--- config.mk ---
export PLATFORM = sky130hd
export DESIGN_NAME = cheb_front
export DESIGN_NICKNAME = d
export VERILOG_FILES = /design/src/rtl/chebyshev_2d_series_eval_assert.svh /design/src/rtl/cheb_pkg.sv /design/src/rtl/cheb_front.sv
export SDC_FILE = /design/constraint.sdc
export NUM_CORES = 1
export LEC_CHECK = 0
export BUFFER_PORTS_ARGS = -buffer_cell sky130_fd_sc_hd__clkbuf_2
export CAP_MARGIN = 5
export CORE_MARGIN = 1
export CORE_UTILIZATION = 53
export CTS_CLUSTER_DIAMETER = 150
export DETAILED_ROUTE_END_ITERATION = 8
export GPL_TIMING_DRIVEN = 0
export PLACE_DENSITY = 0.84
export SKIP_CTS_REPAIR_TIMING = 1
export SYNTH_ARGS = -nofsm -noshare
export SYNTH_HDL_FRONTEND = slang
export SYNTH_SLANG_ARGS = --single-unit
--- constraint.sdc ---
create_clock -name clk -period 9.2 [get_ports clk]
set_input_delay 1.84 -clock clk [delete_from_list [all_inputs] [get_ports clk]]
set_output_delay 1.84 -clock clk [all_outputs]
set_load 0.005 [all_outputs]
--- src/rtl/chebyshev_2d_series_eval_assert.svh ---
// Assertion macros shared by the Chebyshev series evaluator RTL.
// Included by modules that check their own sequencing; no other dependencies.
`ifndef CHEBYSHEV_2D_SERIES_EVAL_ASSERT_SVH
`define CHEBYSHEV_2D_SERIES_EVAL_ASSERT_SVH

// same-cycle implication
`define CHEB_ASSERT_IMP(label, clk, rst, ante, cons) \
  label: assert property (@(posedge clk) disable iff (rst) (ante) |-> (cons)) \
    else $error("cheb assertion failed");

// next-cycle implication
`define CHEB_ASSERT_NXT(label, clk, rst, ante, cons) \
  label: assert property (@(posedge clk) disable iff (rst) (ante) |=> (cons)) \
    else $error("cheb assertion failed");

`endif

--- src/rtl/cheb_pkg.sv ---
// Shared types, constants and helper functions for the Chebyshev series evaluator.
// No dependencies; imported by the top level, cheb_front, cheb_back and the testbench.
`timescale 1ns / 1ps

package cheb_pkg;

  localparam int MAX_DEGREE  = 15;
  localparam int ORDER_W     = 4;
  localparam int ADDR_W      = 2 * ORDER_W;
  localparam int TABLE_DEPTH = 1 << ADDR_W;
  localparam int COEF_W      = 32;
  localparam int POINT_W     = 18;
  localparam int RESULT_W    = 48;
  localparam int CFG_INDEX_W = 2;
  localparam int QUEUE_DEPTH = 2;
  localparam int QUEUE_PTR_W = 1;
  localparam int QUEUE_CNT_W = 2;

  localparam logic [ORDER_W-1:0] MAX_ORDER     = ORDER_W'(MAX_DEGREE);
  localparam logic [ORDER_W-1:0] DEGREE_RESET  = 4'd10;
  localparam logic signed [POINT_W-1:0] Q_ONE  = 18'sd65536;
  localparam logic signed [POINT_W-1:0] Q_MONE = -18'sd65536;

  localparam logic CMD_LOAD = 1'b0;
  localparam logic CMD_EVAL = 1'b1;

  localparam logic [CFG_INDEX_W-1:0] REG_DEGREE_X = 2'd0;
  localparam logic [CFG_INDEX_W-1:0] REG_DEGREE_Y = 2'd1;

  typedef struct packed {
    logic                       command;
    logic [ORDER_W-1:0]         row;
    logic [ORDER_W-1:0]         col;
    logic signed [COEF_W-1:0]   value;
    logic signed [POINT_W-1:0]  x;
    logic signed [POINT_W-1:0]  y;
  } cheb_word_t;

  function automatic logic signed [POINT_W-1:0] clamp_point(logic signed [POINT_W-1:0] p);
    logic signed [POINT_W-1:0] r;
    r = p;
    if (p > Q_ONE) r = Q_ONE;
    else if (p < Q_MONE) r = Q_MONE;
    return r;
  endfunction

  function automatic logic [ORDER_W-1:0] eff_degree(logic [ORDER_W-1:0] d);
    return (d > MAX_ORDER) ? MAX_ORDER : d;
  endfunction

endpackage

--- src/rtl/cheb_front.sv ---
// Front end: accepts command words, clamps coordinates and queues them.
// Depends on cheb_pkg.
`timescale 1ns / 1ps

module cheb_front (
  input  logic                               clk,
  input  logic                               rst,
  input  logic                               start,
  output logic                               busy,
  input  logic                               command,
  input  logic [cheb_pkg::ORDER_W-1:0]       coef_row,
  input  logic [cheb_pkg::ORDER_W-1:0]       coef_col,
  input  logic signed [cheb_pkg::COEF_W-1:0] coef_value,
  input  logic signed [cheb_pkg::POINT_W-1:0] point_x,
  input  logic signed [cheb_pkg::POINT_W-1:0] point_y,
  output cheb_pkg::cheb_word_t               head,
  output logic                               head_valid,
  input  logic                               pop
);
  import cheb_pkg::*;

  cheb_word_t             queue [QUEUE_DEPTH];
  cheb_word_t             word_in;
  logic [QUEUE_PTR_W-1:0] wr_ptr;
  logic [QUEUE_PTR_W-1:0] rd_ptr;
  logic [QUEUE_CNT_W-1:0] count;
  logic                   push;

  assign busy       = (count == QUEUE_CNT_W'(QUEUE_DEPTH));
  assign head_valid = (count != '0);
  assign push       = start && !busy;
  assign head       = queue[rd_ptr];

  always_comb begin
    word_in.command = command;
    word_in.row     = coef_row;
    word_in.col     = coef_col;
    word_in.value   = coef_value;
    word_in.x       = clamp_point(point_x);
    word_in.y       = clamp_point(point_y);
  end

  always_ff @(posedge clk) begin
    if (rst) begin
      wr_ptr <= '0;
      rd_ptr <= '0;
      count  <= '0;
    end else begin
      if (push) begin
        queue[wr_ptr] <= word_in;
        wr_ptr        <= wr_ptr + 1'b1;
      end
      if (pop && head_valid) begin
        rd_ptr <= rd_ptr + 1'b1;
      end
      case ({push, pop && head_valid})
        2'b10:   count <= count + 1'b1;
        2'b01:   count <= count - 1'b1;
        default: count <= count;
      endcase
    end
  end

endmodule

# Word level (Yosys, flattened, before mapping)
# Memory sizes are Yosys's and may differ from the RTL's. A register that Yosys moved wholly into a read port is not among the register bits.
# Cells that the tools add are included.
[totals] ff_bits=4 latch_bits=0 ramBits=154 rom_bits=0 in_bits=81 elab_cells=30 n_memories=1
[classes] add_sub_neg=4 n_mul=0 div=0 magnitude_cmp=4 eq_ne=3 n_shift=0 muxes=10 n_bitwise=0 reduce_logical=5
[memory_table] memory="queue" depth=2 word_bits=77 read_ports=1 rd_clocked_by_memory_dff=1 wr=1 line_no="cheb_front.sv:22" rtl="cheb_word_t queue [QUEUE_DEPTH];"
[op_table] op="$mux W18" count=4
[op_table] op="$gt A18 B18 Y1 const B" count=2
[op_table] op="$lt A18 B17 Y1 const B" count=2
[op_table] op="$mux W1" count=5
[op_table] op="$eq A2 B2 Y1 const B" count=2
[op_table] op="$pmux W2 S2" count=1
[op_table] op="$reduce_bool A2 Y1" count=2
[op_table] op="$add A1 B1 Y1 const B" count=2
[op_table] op="$add A2 B1 Y2 const B" count=1
[op_table] op="$eq A2 B1 Y1 const B" count=1
[op_table] op="$logic_and A1 B1 Y1" count=2
[op_table] op="$sub A2 B1 Y2 const B" count=1
[op_table] op="$logic_not A1 Y1" count=1

# Logic depth before layout (Yosys ltp)
[depth] depth_word=6 ltp_mapped=6 mapped_depth_nobuf=6

# Worst setup path before layout
# No wires, ideal clock.
[synth_path] kind="in2reg" startpoint="input start" endpoint="memory queue[1][0] (netlist bit), enable pin" arrival_ps=7538 required_time_ps=8576 path_slack_ps=1038 cell_stages=2 n_path_buf=0 path_cell_list="nand2b_1 -> nor3b_1"
[synth_via] elab_chain_cells=4
[synth_lines] element="start: declaration" line_no="cheb_front.sv:8" rtl="input logic start,"
[synth_lines] element="$logic_and A1 B1 Y1" line_no="cheb_front.sv:31" rtl="assign push = start && !busy;"
[synth_lines] element="$mux W1" line_no="cheb_front.sv:49" rtl="if (push) begin"
[synth_lines] element="$mux W1" line_no="cheb_front.sv:44" rtl="if (rst) begin"
[synth_lines] element="$mux W1 (implied by the code)" line_no="cheb_front.sv:50" rtl="queue[wr_ptr] <= word_in;"
[synth_lines] element="end: declaration" line_no="cheb_front.sv:22"
# Every way passes these cells.

==> impl_metrics.json <==
{
  "powerDensity_nw_per_um2": 245.3,
  "die_area_um2": 12420,
  "numCtsBuffers": 17,
  "core_um2": 11560,
  "drt_first_pass_iters": 7,
  "regToRegSetupSlack_ns": 7.04,
  "antenna_found_initial": 0,
  "place.detailed.instances": 671,
  "drt.antenna.violating_nets": 0,
  "seqCellArea_um2": 4725,
  "post_synth_inst_count": 356,
  "portBuffers": 158,
  "clk_sinks": 159,
  "via_per_inst": 5.304,
  "finish.net_count": 629,
  "cts_root_buf": "sky130_fd_sc_hd__clkbuf_16",
  "grt_pass1_vias": 3867,
  "required_ns": 7.36,
  "slowest_stage": "sky130_fd_sc_hd__mux2_2",
  "final_core_utilization": 0.6937,
  "die_h_um": 111.4,
  "fp-row-count": 39,
  "clockBufferDepth": 2,
  "report.final.setup_viol": 0,
  "synth.lib_cells_used.distinct": 28,
  "ir_worst_vdd_mv": 0.1362,
  "violations": "DRC",
  "grt_use_total": 0.1997,
  "syn_area_per_cell_um2": 17.83,
  "crit_path_end_kind": "output pin",
  "io_pins": 160,
  "area.growth.synth_to_final_pct": 26.39,
  "timing.critical_path.arrival_ns": 1.91,
  "max_stage_delay_ns": 0.36,
  "cellLeakagePower_nw": 3.059,
  "worst_slew_pin_slew_ns": 0.6656,
  "worstPathMaxFanout": 10,
  "postSynthRegisterBits": 159,
  "route.vias.total": 3729,
  "worst_hold_path.num_cells": 2,
  "n_fill_cell": 771,
  "worstHoldPathType": "flip-flop to flip-flop",
  "critical_path.n_buffers_inverters": 4,
  "hpwl_after_dpl_um": 8574,
  "yosys_warning_count": 0,
  "max-cap-violations": 0,
  "cts_tree": "done",
  "synth.area.top_cells": "sky130_fd_sc_hd__edfxtp_1 (73%), sky130_fd_sc_hd__mux2_2 (14%), sky130_fd_sc_hd__a21oi_2 (2.8%)",
  "drive_gt1_frac": 0.5839,
  "post_synth_instance_area_um2": 6347,
  "final_cell_mix": "sky130_fd_sc_hd__clkbuf_2 (159), sky130_fd_sc_hd__edfxtp_1 (154), sky130_fd_sc_hd__mux2_2 (77), sky130_fd_sc_hd__nand2_1 (33), sky130_fd_sc_hd__a21oi_2 (20)",
  "slew_margin_rel": 0.5563,
  "min_period_over_period": 0.4081,
  "global_route_wire_length_before_repair_um": 19020,
  "final.min_clock_period_ns": 3.755,
  "rr_worst_depth": 6,
  "chipWidth_um": 111.4,
  "timing.rr.end": "queue[1][15]",
  "area_share_of_the_leading_cell_type_in_the_synthesized_netlist": 0.7286,
  "n_antenna_cell": 0,
  "cp-start-kind": "flip-flop",
  "overflow": 0,
  "htree_num_levels": 4,
  "clock_pin_slew_of_the_registers_on_the_worst_case_setup_and_hold_paths_ns": 0.06,
  "area_of_combinational_cells_with_multiple_inputs_um2": 1509,
  "detail_route.drc_violations": 15,
  "syn-num-nets": 438,
  "starting_utilization_of_the_core_area": 0.5488,
  "detail_route.wl_per_cell_um": 16.91,
  "critical_path_cell_by_cell": "clkbuf_1 -> buf_2 -> buf_4 -> mux2_2 -> clkbuf_2",
  "final-instance-count-excl-fill": 703,
  "pin_count_of_the_biggest_net_entering_global_routing": 17,
  "crit_family": "buffers and inverters",
  "clock.fmax_ghz": 0.2663,
  "timing.setup.critical_path_class": "flip-flop to output pin",
  "synth_seq_area_share": 0.7443,
  "timing.rr.start": "count[0]",
  "hp-start": "wr_ptr",
  "detailedRoute.firstIterationViolations": 351,
  "outcome": "finished, violations left",
  "timing.hold.worst_endpoint": "wr_ptr",
  "drt_wl_total_um": 11890,
  "grt_setup_unrepaired": "no",
  "final.setup_skew_ns": 0.006621,
  "place.gp.congestion": 0.8121,
  "synthDominantAreaCellType": "sky130_fd_sc_hd__edfxtp_1",
  "hold_violations": 0,
  "slew_violations": 0,
  "final_common_cell": "sky130_fd_sc_hd__clkbuf_2",
  "clk_latency_ns": 0.40
}
## area by class of cell
type | count | area share
clock buffer | 17 | 0.05303
inverter | 3 | 0.001404
clock inverter | 15 | 0.01404
timing repair buffer | 172 | 0.1182
tap | 143 | 0.02230
sequential | 159 | 0.5889
buffer | 20 | 0.01404
multi-input combinational | 174 | 0.1881
## flip-flops by register name, summed over array words and instances, names as in the netlist, named ones only
signal	cells
count	2
rd_ptr	1
queue	154
wr_ptr	1
## cells by family after synthesis
kind of cell	after synthesis	synth area share
AO/OA/AOI/OAI	39	0.04652
XOR/XNOR	3	0.004140
adder cells (fa/ha/maj)	1	0.001971
buffers and inverters	23	0.01951
flip-flops	159	0.7443
multiplexers	77	0.1366
AND/OR/NAND/NOR	54	0.04692
## Yosys cell counts
cell type / number
sky130_fd_sc_hd__a21oi_1: 14
sky130_fd_sc_hd__or3_1: 2
sky130_fd_sc_hd__nand2_1: 33
sky130_fd_sc_hd__o21ai_0: 2
sky130_fd_sc_hd__buf_6: 2
sky130_fd_sc_hd__dfxtp_1: 5
sky130_fd_sc_hd__nor2_1: 3
sky130_fd_sc_hd__clkinv_1: 1
sky130_fd_sc_hd__mux2_2: 77
sky130_fd_sc_hd__nor3_1: 1
sky130_fd_sc_hd__or2_2: 2
sky130_fd_sc_hd__nor3b_1: 1
sky130_fd_sc_hd__a41oi_2: 2
sky130_fd_sc_hd__xnor2_1: 2
sky130_fd_sc_hd__buf_2: 8
sky130_fd_sc_hd__nand2b_1: 3
sky130_fd_sc_hd__inv_1: 2
sky130_fd_sc_hd__buf_4: 3
sky130_fd_sc_hd__o21a_1: 1
sky130_fd_sc_hd__clkbuf_2: 1
sky130_fd_sc_hd__edfxtp_1: 154
sky130_fd_sc_hd__ha_1: 1
sky130_fd_sc_hd__a21oi_2: 20
sky130_fd_sc_hd__buf_1: 1
sky130_fd_sc_hd__clkbuf_1: 5
sky130_fd_sc_hd__xor2_1: 1
sky130_fd_sc_hd__nor4_2: 8
sky130_fd_sc_hd__nor2b_1: 1
## where the power goes
group	internal (mW)	switching [mW]
logic	0.238	0.218
registers	0.866	0.0171
clock network	0.348	0.281
total	1.45	0.516
## metrics by stage
stage          total power [mW]  TNS, ns  setup slack, ns  instance area, µm²  hold WS, ns
6_report                  1.968        0            5.445                8023       0.5152
5_1_grt                   2.053        0            5.268                8023       0.5490
4_1_cts                   1.987        0            5.349                8023       0.5184
3_5_place_dp              1.360        0            5.699                7485       0.5088
3_3_place_gp              1.346  -217.87           -1.697                7317       0.4769
2_1_floorplan             1.173        0            1.038                6347       0.4609
## per-layer routing
metal / wire length, µm / share of wire / global-route usage
met1: 4908 / 0.41 / 0.2482
met2: 6136 / 0.52 / 0.3433
met3: 747 / 0.063 / 0.05280
met4: 97 / 0.0082 / 0.06216
met5: 0 / 0 / 0
## tightest hold or removal path, cell delays in order, from the launching register on
cell and delay, ns:
sky130_fd_sc_hd__dfxtp_1 0.33, sky130_fd_sc_hd__o21ai_0 0.08, sky130_fd_sc_hd__a21oi_1 0.06
## how the worst max path moves through the flow
stage / end / depth (start not counted) / from / slack (ns)
floorplan: queue[1][0] / 2 / start / 1.04
global placement: queue[1][10] / 3 / start / -1.70
detailed placement: queue[1][8] / 6 / start / 5.70
CTS: head[69] / 5 / flip-flop / 5.35
global route: head[51] / 5 / flip-flop / 5.27
finish: head[51] / 5 / flip-flop / 5.45
Power figures use the tool's default switching activity.
